File: config.mk
export PLATFORM = sky130hd
export DESIGN_NAME = okm_divider
export DESIGN_NICKNAME = d
export VERILOG_FILES = /design/src/rtl/core/okm_divider.sv
export SDC_FILE = /design/constraint.sdc
export NUM_CORES = 1
export LEC_CHECK = 0
export BUFFER_PORTS_ARGS = -buffer_cell sky130_fd_sc_hd__buf_2
export CORE_UTILIZATION = 55
export DETAILED_ROUTE_END_ITERATION = 10
export PLACE_DENSITY = 0.82
export SLEW_MARGIN = 0
export SYNTH_ARGS = -nofsm -noshare
export SYNTH_HDL_FRONTEND = slang
export SYNTH_SLANG_ARGS = --single-unit
File: constraint.sdc
create_clock -name clock -period 5.5 [get_ports clock]
set_clock_uncertainty 0.2 [all_clocks]
set_input_delay 0.275 -clock clock [delete_from_list [all_inputs] [get_ports clock]]
set_output_delay 0.275 -clock clock [all_outputs]
set_load 0.05 [all_outputs]
File: src/rtl/core/okm_divider.sv
// okm_divider: restoring divider, one quotient bit a cycle
// depends on nothing
module okm_divider (
   input  logic        clock,
   input  logic        reset,
   input  logic        start,
   input  logic [32:0] num,
   input  logic [31:0] den,
   output logic        done,
   output logic [32:0] quo
);
   logic [32:0] q_ff;
   logic [32:0] r_ff;
   logic [5:0]  n_ff;
   logic        busy_ff;
   logic        done_ff;
   logic [33:0] trial;

   assign trial = {r_ff, q_ff[32]};
   assign quo = q_ff;
   assign done = done_ff;

   always_ff @(posedge clock) begin
      if (reset) begin
         busy_ff <= 1'b0;
         done_ff <= 1'b0;
         n_ff <= '0;
      end else begin
         done_ff <= 1'b0;
         if (start) begin
            q_ff <= num;
            r_ff <= '0;
            n_ff <= 6'd33;
            busy_ff <= 1'b1;
         end else if (busy_ff) begin
            if (trial >= {2'b0, den}) begin
               r_ff <= 33'(trial - {2'b0, den});
               q_ff <= {q_ff[31:0], 1'b1};
            end else begin
               r_ff <= trial[32:0];
               q_ff <= {q_ff[31:0], 1'b0};
            end
            n_ff <= n_ff - 6'd1;
            if (n_ff == 6'd1) begin
               busy_ff <= 1'b0;
               done_ff <= 1'b1;
            end
         end
      end
   end
endmodule

Yosys cells after proc, flatten, opt, wreduce, memory -nomap -nowiden
Cells that the tools add are included.

Output and inout port bits: 34. Input bits: 68. Flip-flop bits (word level): 74.

Mux-type cells: 11. Bitwise logic cells: 2. Order comparisons: 1. Add/sub/neg operators: 2. Reduce and logical (&&, ||, !) cells: 4. Equality and inequality tests: 1.

Operators by type and width (count): 33-bit two-way mux (4); 34-bit by 32-bit greater-or-equal comparator with 1-bit output (1); 33-bit by 32-bit subtractor with 33-bit output (1); 6-bit two-way mux (2); 6-bit by 1-bit equality test with 1-bit output (second input constant) (1); 6-bit by 1-bit subtractor with 6-bit output (second input constant) (1); 1-bit two-way mux (5); 3-bit OR reduction (1); 1-bit NOT (2); 2-bit AND reduction (1); 2-bit nonzero test (1); 2-bit OR reduction (1).

Logic depth before layout (Yosys ltp)
Depth in word-level cells: 4. Mapped depth: 14.

Worst setup path before layout
OpenSTA, ideal clock, no wires.

Kind: input port to flip-flop. From: in start. To: reg q_ff[0], in the netlist quo[0] (enable). Setup time: 0.492 ns. Stages: 3. Setup slack: 1.407 ns. Data required time: 4.808 ns. Arrival: 3.401 ns. Path buffers: 1. Cells stage by stage: clkbuf_1 nor2_1 nor2_1.

Longest elaborated chain between the ends: 2.

RTL lines: start, declared (RTL line 6) `input logic start,`; 2-bit nonzero test (no source line); 2-bit AND reduction (no source line); end signal, assigned (RTL line 31) `q_ff <= num;`; end signal, assigned (RTL line 38) `q_ff <= {q_ff[31:0], 1'b1};`; end signal, assigned (RTL line 41) `q_ff <= {q_ff[31:0], 1'b0};`; end, declared (RTL line 12) `logic [32:0] q_ff;`.

No other way between the ends. A chain may end at the register's enable or synchronous reset.

Final worst setup path
From: reg q_ff[32], in the netlist quo[32]. To: reg r_ff[7] (data pin).

Longest elaborated chain between the ends: 3.

RTL lines: 33-bit by 32-bit subtractor with 33-bit output / 34-bit by 32-bit greater-or-equal comparator with 1-bit output (equally long branches) (RTL line 37, 36); 33-bit two-way mux (*) (RTL line 36) `if (trial >= {2'b0, den}) begin`; 33-bit two-way mux (*) (RTL line 35) `end else if (busy_ff) begin`; end signal, assigned (RTL line 37) `r_ff <= 33'(trial - {2'b0, den});`; end signal, assigned (RTL line 40) `r_ff <= trial[32:0];`; end, declared (RTL line 13) `logic [32:0] r_ff;`.

Every way passes the cells marked *; elsewhere a longest branch is shown, timed or not. The select of a mux whose other input is x is not followed.

==> impl_summary.txt <==
----------------------------------------------------
[Clock tree]
  Max Root-Sink Buffers ... 2
  Clock Latency Late Sink ... 0.35 ns
  Clock net sink count ... 74
  Worst-path clk slew ... around 0.10 ns
  Number of resized instances in the post-cts repair step ... 0
  Clk root buf ... sky130_fd_sc_hd__clkbuf_8
  Buffers inserted during post-CTS setup optimization ... 0
  CTS H-tree depth ... 3
  Cts bufs inserted ... 9
  # hold bufs at CTS ... 1
  CTS tree ... built

[Power]
  Net switching power ... 0.670 mW
  Static leakage ... 2.60 nW
  Logic gate share of total power ... 36.3%
  Power density of the placed cells ... 306 mW/mm^2
  Internal power contribution ... 1.14 mW
  Share of total power in the clock network ... 24.2%
  Max VDD drop ... 192 uV
  Net switching share of the total power ... 37.0%
  Sequential share of power ... a little under 40%

[Routing]
  Routed length per instance ... 15.9 um
  Routed met2 length ... 5600 um
  Top routing layer in use ... met4
  Met3 wire length ... 670 um
  Number of nets with antenna violations after detailed routing ... 0
  Wire length after detailed routing ... between 10000 and 15000 um
  DRT Pass-1 Iters ... 5
  Wl on met1 ... roughly 5000 um
  Average vias per placed instance ... between 5 and 6
  Total via count after detailed routing ... a little over 4000
  Starting DRT DRC Count ... 241
  DRC Markers ... 0

[Global routing]
  Vias in the first global route ... 4186
  Maximum number of pins on one net before global-route repair ... 77
  Wire length of the first global-routing pass ... 18900 um
  GRT Overall Usage ... 24.3%
  Number of antenna violations at the first check in global routing ... 0
  GRT overflow ... 0

[Critical path]
  Worst setup path startpoint ... quo[32]
  Logic depth of the worst register-to-register path ... 14
  Setup crit end ... r_ff[7]
  Critical setup path kind ... register to register
  Launch point of the worst reg-to-reg path ... quo[32]
  End of the worst register-to-register path ... r_ff[7]
  CP Max Fanout ... 29
  Nature of the critical path endpoint ... register
  Worst-case register-to-register setup slack ... between 1 and 1.5 ns
  Startpoint class of the critical path ... register
  Critical path data required time ... about 5.4 ns
  Data arrival time of the worst path ... 4.20 ns

[Flow run]
  Max Cap Viol ... 0

[STA]
  Count of final max-slew check failures ... 0
  Post-route setup TNS ... 0 ns
  Pin slew with the least headroom to its limit ... 0.945 ns
  Setup Viol. Count Final ... 0
  Max-Slew Margin vs Limit ... 37.0%
  Final Hold Viols ... 0
  Achievable clock frequency ... 232 MHz
  Time the worst path needs with I/O delays and setup ... 4.31 ns
  Fin crit share ... 78.4%
  Unrepaired setup endpoints after global routing ... false
  Final worst setup slack ... 1.19 ns

[Die]
  Die X ... approximately 100 um
  Chip Height ... roughly 100 um
  IO Count ... 102
  Core Area ... 0.00889 mm^2
  Cell row count ... 34
  Total Die Area ... a little under 0.01 mm^2
  Initial core utilization ... ~58%

[Yosys]
  Mapped Area ... approximately 0.0052 mm^2
  Number of flip-flops and latches in the synthesized netlist ... 74
  Most used DFF post-synth ... sky130_fd_sc_hd__edfxtp_1
  Asr flop ratio synth ... 0%
  Count of mapped cells out of synthesis ... 509
  Post-synthesis sequential area ratio ... 41.5%
  Count of flip-flops with a built-in enable after synthesis ... 66
  Mean instance size in the synthesized netlist ... 10.1 um^2
  Net Count, Synth ... 612
  Unique masters post-synth ... 58
  Number of warnings printed during yosys synthesis ... 0

[Cells and area]
  Area added between synthesis and finish ... 14.9%
  Fraction of layout cells with a size suffix above 1 ... 30.5%
  # diodes ... 0
  Final Net Count ... 711
  Most common library cell in the layout ignoring fill and taps ... sky130_fd_sc_hd__buf_2
  Most frequent cells in the layout ... sky130_fd_sc_hd__buf_2, sky130_fd_sc_hd__edfxtp_1, sky130_fd_sc_hd__nor2_1

[Worst hold path]
  Worst min path class ... primary input to register

[Placement]
  Pre-CTS setup slack ... approximately 1.2 ns
  Final RePlAce weighted congestion ... 0.890
  DP Wirelength ... about 8400 um
  Count of input and output buffers ... 101

[Status]
  Outcome ... complete, no violations

----------------------------------------------------
==> cells by family after synthesis <==
kind of cell	Yosys count	share of synthesized area [%]
multiplexers	42	8.93
AND/OR/NAND/NOR	141	13.0
AO/OA/AOI/OAI	124	17.0
adder cells (fa/ha/maj)	35	8.63
flip-flops	74	41.5
XOR/XNOR	32	5.43
buffers and inverters	61	5.46
==> cells in the mapped netlist, drive strengths merged, types with 2 or more instances <==
master   number  area share, %
a2111oi       2           0.34
a211oi        8            1.5
a21o         13            1.9
a21oi        51            5.7
a311o         2           0.39
a31o          2           0.34
a31oi         6           0.73
and2          2           0.24
and3          8           0.97
buf          10            1.7
clkbuf        7           0.51
dfxtp         8            3.1
edfxtp       66             38
ha           34            8.2
inv          44            3.3
mux2         32            7.0
mux2i        10            1.9
nand2        30            2.2
nand2b        3           0.36
nand3         4           0.39
nand3b        4           0.58
nand4         2           0.24
nor2         64            5.1
nor2b         5           0.61
nor3         11            1.1
nor4          2           0.24
o211ai        3           0.44
o21a          2           0.29
o21ai        19            1.8
o21bai        3           0.44
o22ai         2           0.51
or2           2           0.24
xnor2        16            2.7
xor2         16            2.7
==> state kept, by name (all words and copies together) (netlist names) <==
| signal | cells |
|---|---|
| busy_ff | 1 |
| done | 1 |
| n_ff | 6 |
| quo | 33 |
| r_ff | 33 |
==> power by group through the flow <==
stage	sequential (mW)	combinational [mW]	clock [mW]
3_3_place_gp	0.726	0.629	0
2_1_floorplan	0.778	0.477	0
3_5_place_dp	0.727	0.653	0
5_1_grt	0.722	0.726	0.461
4_1_cts	0.716	0.656	0.441
6_report	0.717	0.658	0.439
==> critical path, stage by stage, from the launching register on <==
cell	delay [ns]
sky130_fd_sc_hd__edfxtp_1	0.41
sky130_fd_sc_hd__inv_1	0.07
sky130_fd_sc_hd__ha_1	0.14
sky130_fd_sc_hd__inv_1	0.06
sky130_fd_sc_hd__fa_1	0.40
sky130_fd_sc_hd__a21oi_1	0.27
sky130_fd_sc_hd__o21ai_0	0.14
sky130_fd_sc_hd__a221o_1	0.44
sky130_fd_sc_hd__a221oi_4	0.34
sky130_fd_sc_hd__a41oi_4	0.21
sky130_fd_sc_hd__o22ai_4	0.78
sky130_fd_sc_hd__buf_4	0.35
sky130_fd_sc_hd__nor2_1	0.08
sky130_fd_sc_hd__a21oi_2	0.12
sky130_fd_sc_hd__nor2_2	0.04
==> how the worst min path moves through the flow <==
stage,startpoint,to,slack (ns),cells past startpoint
after floorplan,num[0],quo[0],0.25,2
after global placement,n_ff[1],n_ff[1],0.30,2
after detailed placement,n_ff[1],n_ff[1],0.30,2
after CTS,reset,n_ff[0],0.01,2
after global routing,num[28],quo[28],0.01,2
final,reset,n_ff[4],0.01,2
==> layer usage <==
| layer | global-route usage, % | up-vias |
|---|---|---|
| li1 | - | 2043 |
| met1 | 30.5 | 1954 |
| met2 | 42.3 | 142 |
| met3 | 4.75 | 16 |
| met4 | 7.35 | 0 |
| met5 | 0 | - |
==> per-stage QoR <==
step / power [mW] / hold slack [ns] / utilization (%) / cells / cell area [um^2]
CTS: 1.81 / 0.0122 / 66.7 / 721 / 5930
finish: 1.81 / 0.0108 / 66.7 / 721 / 5930
floorplan: 1.26 / 0.254 / - / 509 / 5160
detailed placement: 1.38 / 0.304 / 64.3 / 704 / 5720
global route: 1.91 / 0.0150 / 66.7 / 721 / 5930
global placement: 1.36 / 0.296 / 64.3 / 704 / 5720
==> layout make-up <==
| class | instances | area, um^2 |
|---|---|---|
| fillers | 687 | 2960 |
| repair buffers | 105 | 538 |
| inverters | 44 | 168 |
| well taps | 108 | 135 |
| multi-input cells | 374 | 2740 |
| flip-flops and latches | 74 | 2140 |
| clock inverters | 6 | 52.6 |
| clock buffers | 10 | 149 |
Note: power is estimated with default switching activity, not from simulation.
