### config.mk
export PLATFORM = sky130hd
export DESIGN_NAME = okm_cell
export DESIGN_NICKNAME = d
export VERILOG_FILES = /design/src/rtl/core/okm_pkg.sv /design/src/rtl/core/okm_cell.sv
export SDC_FILE = /design/constraint.sdc
export NUM_CORES = 1
export LEC_CHECK = 0
export ABC_AREA = 1
export ABC_CLOCK_PERIOD_IN_PS = 11800
export BUFFER_PORTS_ARGS = -buffer_cell sky130_fd_sc_hd__buf_2
export CORE_MARGIN = 5
export CORE_UTILIZATION = 59
export DETAILED_ROUTE_END_ITERATION = 8
export GPL_ROUTABILITY_DRIVEN = 0
export GPL_TIMING_DRIVEN = 1
export MAX_ROUTING_LAYER = met4
export PLACE_DENSITY = 0.81
export SYNTH_ARGS = -nofsm -noshare
export SYNTH_HDL_FRONTEND = slang
export SYNTH_SLANG_ARGS = --single-unit
### constraint.sdc
create_clock -name clock -period 11.8 [get_ports clock]
set_clock_uncertainty 0.15 [all_clocks]
set_input_delay 2.36 -clock clock [delete_from_list [all_inputs] [get_ports clock]]
set_output_delay 2.36 -clock clock [all_outputs]
set_load 0.01 [all_outputs]
### src/rtl/core/okm_pkg.sv
// okm_pkg: shared types and constants for online_kmeans_update
// no dependencies
package okm_pkg;

   localparam int CoordW = 16;
   localparam int WeightW = 32;
   localparam int DistW = 37;
   localparam int FfW = 17;
   localparam logic [FfW-1:0] FfOne = 17'd65536;
   localparam logic [WeightW-1:0] OneQ16 = 32'd65536;

   typedef enum logic [1:0] {
      ACT_LOAD_COORD  = 2'd0,
      ACT_LOAD_WEIGHT = 2'd1,
      ACT_SAMPLE      = 2'd2,
      ACT_NONE        = 2'd3
   } action_type;

   typedef struct packed {
      logic [1:0]         action;
      logic [3:0]         cluster_index;
      logic [2:0]         coord_index;
      logic signed [15:0] coord_value;
      logic [31:0]        initial_weight;
      logic               last_coord;
   } req_type;

   typedef struct packed {
      logic [3:0]  nearest_cluster;
      logic [36:0] nearest_distance;
      logic [31:0] updated_weight;
   } rsp_type;

   localparam logic [1:0] RegFf = 2'd0;
   localparam logic [1:0] RegClusters = 2'd1;
   localparam logic [1:0] RegDims = 2'd2;

endpackage

### src/rtl/core/okm_cell.sv
// okm_cell: one cluster cell, holds one centroid and weight
// depends on okm_pkg
module okm_cell
   import okm_pkg::*;
#(
   parameter int DIMS = 8,
   parameter int DW = 3
) (
   input  logic                     clock,
   input  logic                     reset,
   input  logic                     coord_we,
   input  logic [DW-1:0]            coord_addr,
   input  logic signed [CoordW-1:0] coord_wdata,
   input  logic                     weight_we,
   input  logic [WeightW-1:0]       weight_wdata,
   input  logic                     rot,
   input  logic                     upd_we,
   input  logic signed [CoordW-1:0] upd_data,
   input  logic signed [CoordW-1:0] x_in,
   input  logic                     acc_clr,
   input  logic                     acc_en,
   output logic signed [CoordW-1:0] head,
   output logic [WeightW-1:0]       weight,
   output logic [47:0]              sq_dist
);
   logic signed [CoordW-1:0] c_ff [DIMS];
   logic [WeightW-1:0] w_ff;
   logic [47:0] acc_ff;
   logic signed [CoordW:0] diff;
   logic [CoordW:0] mag;
   logic [2*CoordW+1:0] sq;

   assign head = c_ff[0];
   assign weight = w_ff;
   assign sq_dist = acc_ff;
   assign diff = {x_in[CoordW-1], x_in} - {c_ff[0][CoordW-1], c_ff[0]};
   assign mag = diff[CoordW] ? -diff : diff;
   assign sq = mag * mag;

   // centroid circulates as a ring; rot moves it by one place
   // on an update the head leaves with its new value
   always_ff @(posedge clock) begin
      if (reset) begin
         for (int i = 0; i < DIMS; i++) c_ff[i] <= '0;
         w_ff <= '0;
         acc_ff <= '0;
      end else begin
         if (rot) begin
            for (int i = 0; i < DIMS - 1; i++) c_ff[i] <= c_ff[i+1];
            c_ff[DIMS-1] <= upd_we ? upd_data : c_ff[0];
         end else if (coord_we) begin
            c_ff[coord_addr] <= coord_wdata;
         end
         if (weight_we) w_ff <= weight_wdata;
         if (acc_clr) acc_ff <= '0;
         else if (acc_en) acc_ff <= acc_ff + 48'(sq);
      end
   end
endmodule

* Word level (Yosys, flattened, before mapping)
Memories as Yosys holds them, arrays and structs flattened.
Cells that the tools add are included.
** Cells by class
- Add/subtract/negate cells :: 3
- $mul :: 1
- Muxes and demuxes :: 22
- Bitwise logic cells :: 8
- Reductions and logical operators :: 2
** Operator list (count)
- 16-bit 2-to-1 mux :: 10
- 48-bit by 34-bit adder with 48-bit output :: 1
- 17-bit by 17-bit multiplier with 34-bit output :: 1
- 17-bit 2-to-1 mux :: 1
- 17-bit negator :: 1
- 16-bit by 16-bit subtractor with 17-bit output :: 1
- 16-bit OR reduction :: 1
- 1-bit 2-to-1 mux :: 10
- 1-bit bitwise OR :: 8
- 3-bit 2-to-1 mux :: 1
- 2-bit OR reduction :: 1
** Storage, ports and cells
- Register bits :: 80
- RAM bits :: 128
- Bits of input ports :: 91
- Output and inout bits :: 96
- Word-level logic and storage cells :: 39
- Memories kept :: 1
** Memory list
- c_ff :: words 8, width 16, rd ports 8, clocked after memory_dff 0, wr ports 8, RTL line okm_cell.sv:26 : logic signed [CoordW-1:0] c_ff [DIMS];

* Longest topological paths before layout
- Depth after elaboration :: 6
- Mapped depth :: 46
- Depth with buffers taken out :: 45

* Least setup slack after synthesis
No wires, ideal clock.
- Path type :: in2reg
- From :: input x_in[0]
- To :: register acc_ff[34] (netlist: sq_dist[34])
- Setup time :: 0.115 ns
- Data arrival time :: 9.240 ns
- Required time :: 11.535 ns
- Setup slack :: 2.295 ns
- Stages :: 37
- Buffers on the path :: 1
- Cell sequence :: inv_1 -> ha_1 -> fa_1 -> ha_1 -> a21boi_0 -> nand3_1 -> nor2_1 -> nand3_2 -> nor2_4 -> nand4_2 -> nand2_2 -> nand2_1 -> nand2_1 -> buf_2 -> nand2_1 -> fa_1 -> inv_1 -> fa_1 -> inv_1 -> fa_1 -> inv_1 -> fa_1 -> fa_1 -> inv_1 -> fa_1 -> inv_1 -> ha_1 -> nand2_1 -> nor2_1 -> inv_1 -> nor2_1 -> and3_1 -> a21oi_1 -> o21ai_0 -> xor2_1 -> o21ai_0 -> inv_1
** On the way
- Longest elaborated chain between the ends :: 5
** Ends and longest elaborated chain
- start: declaration :: RTL line okm_cell.sv:19 : input logic signed [CoordW-1:0] x_in,
- 16-bit by 16-bit subtractor with 17-bit output (*) :: RTL line okm_cell.sv:36 : assign diff = {x_in[CoordW-1], x_in} - {c_ff[0][CoordW-1], c_ff[0]};
- 17-bit negator :: RTL line okm_cell.sv:37 : assign mag = diff[CoordW] ? -diff : diff;
- 17-bit 2-to-1 mux (*) :: RTL line okm_cell.sv:37
- 17-bit by 17-bit multiplier with 34-bit output (*) :: RTL line okm_cell.sv:38 : assign sq = mag * mag;
- 48-bit by 34-bit adder with 48-bit output (*) :: RTL line okm_cell.sv:56 : else if (acc_en) acc_ff <= acc_ff + 48'(sq);
- end signal: assignment :: RTL line okm_cell.sv:56
- end: declaration :: RTL line okm_cell.sv:28 : logic [47:0] acc_ff;
Mark *: on every way between the ends. The rest lies on a longest branch, timed or not.
A chain may end at the register's enable or synchronous reset.

* Worst setup path after layout
Same ends and word-level chain as after synthesis.

==> flow_summary.ini <==
[detailed_routing]
post-route-drc-count = 0
route.final.wire_length_um = 54800
drt-vias-per-instance = 5.59
vias = 17200
detail_route.wl_per_cell_um = 17.9
first_pass_iters = 6
route.antenna.remaining_nets = 0
detailedRoute.firstIterationViolations = 2134

[hold_path]
timing.hold.worst_path_depth = 2
timing.hold.worst_endpoint = weight[1]
origin_of_the_worst_min_delay_path = weight[1]
timing.hold.worst.class = register to register

[synth]
synth_top_flop_cell = sky130_fd_sc_hd__edfxtp_1
synth_compound_gate_area_share = 0.102
yosys.area_share.adder = 0.304
synth.yosys.warnings = 0
synthMuxAreaShare = 0
register_bit_count_reported_by_yosys = 208
yosys.cell_types.count = 51
post_synth_xor_area_fraction = 0.0158
synthCells = 2454
fraction_of_synthesis_flops_using_an_asynchronous_set_or_reset_pin = 0
synth_cell_area_sq_um = 20100
seq_area_frac_synth = 0.271
syn_avg_cell_area_sq_um = 8.17
main_combinational_cell_family_by_area_after_synthesis = adder cells
synth-simple-area-share = 0.179
count_of_flip_flops_with_a_built_in_enable_after_synthesis = 128

[global_routing]
grt_util_met3 = 0.0547
grt_overflow = 0
grt_antenna_before_repair = 0
grt_first_pass_wirelength_um = 89700
met1_usage = 0.387
busiest_layer_in_global_routing = met2
grt.met2_usage = 0.480
first_global_vias = 17600
pin_count_of_the_biggest_net_entering_global_routing = 99
gr-usage-all-layers = 0.297

[place]
pre_cts_slack_ns = 1.19
port_buffers = 186
place.detailed.instances = 3029
dp.final_hpwl_um = 42300

[sta]
setup-violations-final = 0
finalWorstSetupSlack_ns = 1.57
accumulated_negative_setup_slack_ns = 0
worst_slew_margin_rel = 0.279
grt_setup_unrepaired = false
layout_min_cycle_time_ns = 10.23
min_period_over_period = 0.867
drv_slew = 0
hold_slack_ns = 0.348
maxClockFrequency_mhz = 97.8
hold_violations = 0
worst_pin_slew_ns = 1.08

[clock_tree]
numClockSinks = 208
clkTransAtPathRegs_ns = 0.07
cts_hold_buffers_added = 0
post_cts_buffers = 0
cts_tree = done
cts_made_buffers = 22
cts-resized-gates = 0
clock_insertion_delay_at_the_later_pin_of_the_skew_report_ns = 0.54
root_buffer = sky130_fd_sc_hd__clkbuf_16
cts_h_tree_depth = 1
clock_path_buffers = 3

[floorplanning]
starting_density_of_the_core = 0.598
dieArea_sq_um = 37800
core_area_sq_um = 33500
std_cell_rows = 67
die_width_um = 194
die_h_um = 194
ios = 187

[critical_path]
critPathMostFrequentCell = sky130_fd_sc_hd__inv_1
critical_path.slowest_cell = sky130_fd_sc_hd__o21a_1
regToRegEndpoint = sq_dist[34]
worst-path-max-fanout = 17
timing.critical_path.from = x_in[0]
timing.setup.critical_path_class = input pin to register
reg2reg_slack_ns = 3.05
crit_required_ns = 12.07
worst_r2r_startpoint = c_ff[0][0]
slowest_delay_ns = 0.70
r2r_cells = 38
critPathArrivalTime_ns = 10.50
start_kind = input pin
crit_path_end_kind = register

[run_status]
outcome = completed

[flow_run]
drv.max_cap_violation_count = 0

[cells_and_area]
area_growth_syn_to_layout_pct = 10.0
drive_above_1_share = 0.118
multiInputGateArea_sq_um = 12100
num-nets-final = 3050
final-seq-area_sq_um = 5450
antenna_cells_inserted = 0
fillCellCount = 2711
post_layout_nonfiller_instances = 3069
-- cell families (layout without fill, tap and decap cells) --
logic type | count (synthesis) | after routing
AND/OR/NAND/NOR | 816 | 816
buffers and inverters | 665 | 823
AO/OA/AOI/OAI | 378 | 378
adder cells (fa/ha/maj) | 354 | 354
flip-flops | 208 | 208
XOR/XNOR | 31 | 31
other | 2 | 11
-- sequential cells by signal (all words and copies together), names as in the netlist --
| name | flops |
|---|---|
| weight | 32 |
| c_ff | 128 |
| sq_dist | 48 |
-- layout by cell type, fill, tap and decap left out, drive strengths merged --
| master | synthesis | layout |
|---|---|---|
| inv | 584 | 584 |
| nand2 | 322 | 322 |
| nor2 | 270 | 270 |
| o21ai | 231 | 231 |
| fa | 223 | 223 |
| buf | 22 | 199 |
| nand3 | 181 | 181 |
| ha | 131 | 131 |
| edfxtp | 128 | 128 |
| a21oi | 90 | 90 |
| dfxtp | 80 | 80 |
| clkbuf | 59 | 23 |
| o211ai | 21 | 21 |
| xor2 | 21 | 21 |
| nand4 | 14 | 14 |
| nor3 | 13 | 13 |
| conb | 2 | 11 |
| clkinv | 0 | 11 |
| xnor2 | 10 | 10 |
| a21o | 8 | 8 |
| a31oi | 8 | 8 |
| o21bai | 6 | 6 |
| or2 | 6 | 6 |
| a21boi | 4 | 4 |
| nand3b | 4 | 4 |
| o21a | 4 | 4 |
| o221ai | 4 | 4 |
| nor4 | 3 | 3 |
| clkinvlp | 0 | 3 |
| bufinv | 0 | 3 |
| nor3b | 2 | 2 |
| o2111ai | 1 | 1 |
| a22oi | 1 | 1 |
| and3 | 1 | 1 |
-- per-stage QoR --
stage          utilization  area (sq um)
2_1_floorplan            -         20100
3_3_place_gp         0.636         21300
3_5_place_dp         0.636         21300
4_1_cts              0.658         22100
5_1_grt              0.658         22100
6_report             0.658         22100
-- cells in the mapped netlist, types with 5 or more instances --
| master | instances | area share |
|---|---|---|
| sky130_fd_sc_hd__xnor2_1 | 9 | 0.0039 |
| sky130_fd_sc_hd__inv_2 | 21 | 0.0039 |
| sky130_fd_sc_hd__clkbuf_1 | 59 | 0.011 |
| sky130_fd_sc_hd__nand3_2 | 6 | 0.0030 |
| sky130_fd_sc_hd__a21o_1 | 8 | 0.0030 |
| sky130_fd_sc_hd__ha_1 | 131 | 0.082 |
| sky130_fd_sc_hd__nor2_1 | 260 | 0.049 |
| sky130_fd_sc_hd__inv_1 | 561 | 0.10 |
| sky130_fd_sc_hd__nand2_2 | 19 | 0.0059 |
| sky130_fd_sc_hd__dfxtp_1 | 80 | 0.080 |
| sky130_fd_sc_hd__buf_1 | 9 | 0.0017 |
| sky130_fd_sc_hd__o21ai_0 | 225 | 0.056 |
| sky130_fd_sc_hd__nand2_1 | 298 | 0.056 |
| sky130_fd_sc_hd__nor2_4 | 6 | 0.0034 |
| sky130_fd_sc_hd__xor2_1 | 19 | 0.0083 |
| sky130_fd_sc_hd__buf_2 | 5 | 0.0012 |
| sky130_fd_sc_hd__a31oi_1 | 8 | 0.0025 |
| sky130_fd_sc_hd__nand4_1 | 12 | 0.0037 |
| sky130_fd_sc_hd__nor3_1 | 13 | 0.0032 |
| sky130_fd_sc_hd__o211ai_1 | 21 | 0.0079 |
| sky130_fd_sc_hd__nand3_1 | 174 | 0.043 |
| sky130_fd_sc_hd__o21bai_1 | 6 | 0.0022 |
| sky130_fd_sc_hd__nand2_4 | 5 | 0.0028 |
| sky130_fd_sc_hd__a21oi_1 | 89 | 0.022 |
| sky130_fd_sc_hd__or2_2 | 5 | 0.0016 |
| sky130_fd_sc_hd__edfxtp_1 | 128 | 0.19 |
| sky130_fd_sc_hd__fa_1 | 223 | 0.22 |
-- metal layers --
layer / vias to the layer above / share of wire
met5: - / 0
met4: 0 / 0.033
met3: 160 / 0.097
met2: 924 / 0.48
met1: 8118 / 0.39
li1: 7958 / -
-- cell type report --
class / count / share of cell area
multi-input cells: 1590 / 0.548
clock inverters: 17 / 0.00890
well taps: 448 / 0.0254
flip-flops and latches: 208 / 0.247
clock buffers: 23 / 0.0251
inverters: 584 / 0.0996
repair buffers: 199 / 0.0466
-- worst max-delay path by stage --
stage	endpoint
final	sq_dist[34]
after global routing	sq_dist[34]
after CTS	sq_dist[24]
after detailed placement	sq_dist[34]
after global placement	sq_dist[34]
after floorplan	sq_dist[34]
-- critical path: cells and delay by family --
| family | cells | cell delay [ns] |
|---|---|---|
| buf+inv | 12 | 1.04 |
| simple gates | 12 | 1.33 |
| xor+xnor | 1 | 0.15 |
| compound gates | 6 | 1.68 |
| fa+ha+maj | 9 | 3.91 |
Power is not shown: default switching activity piles up to over one toggle a cycle in this logic, so the estimate is an artifact.
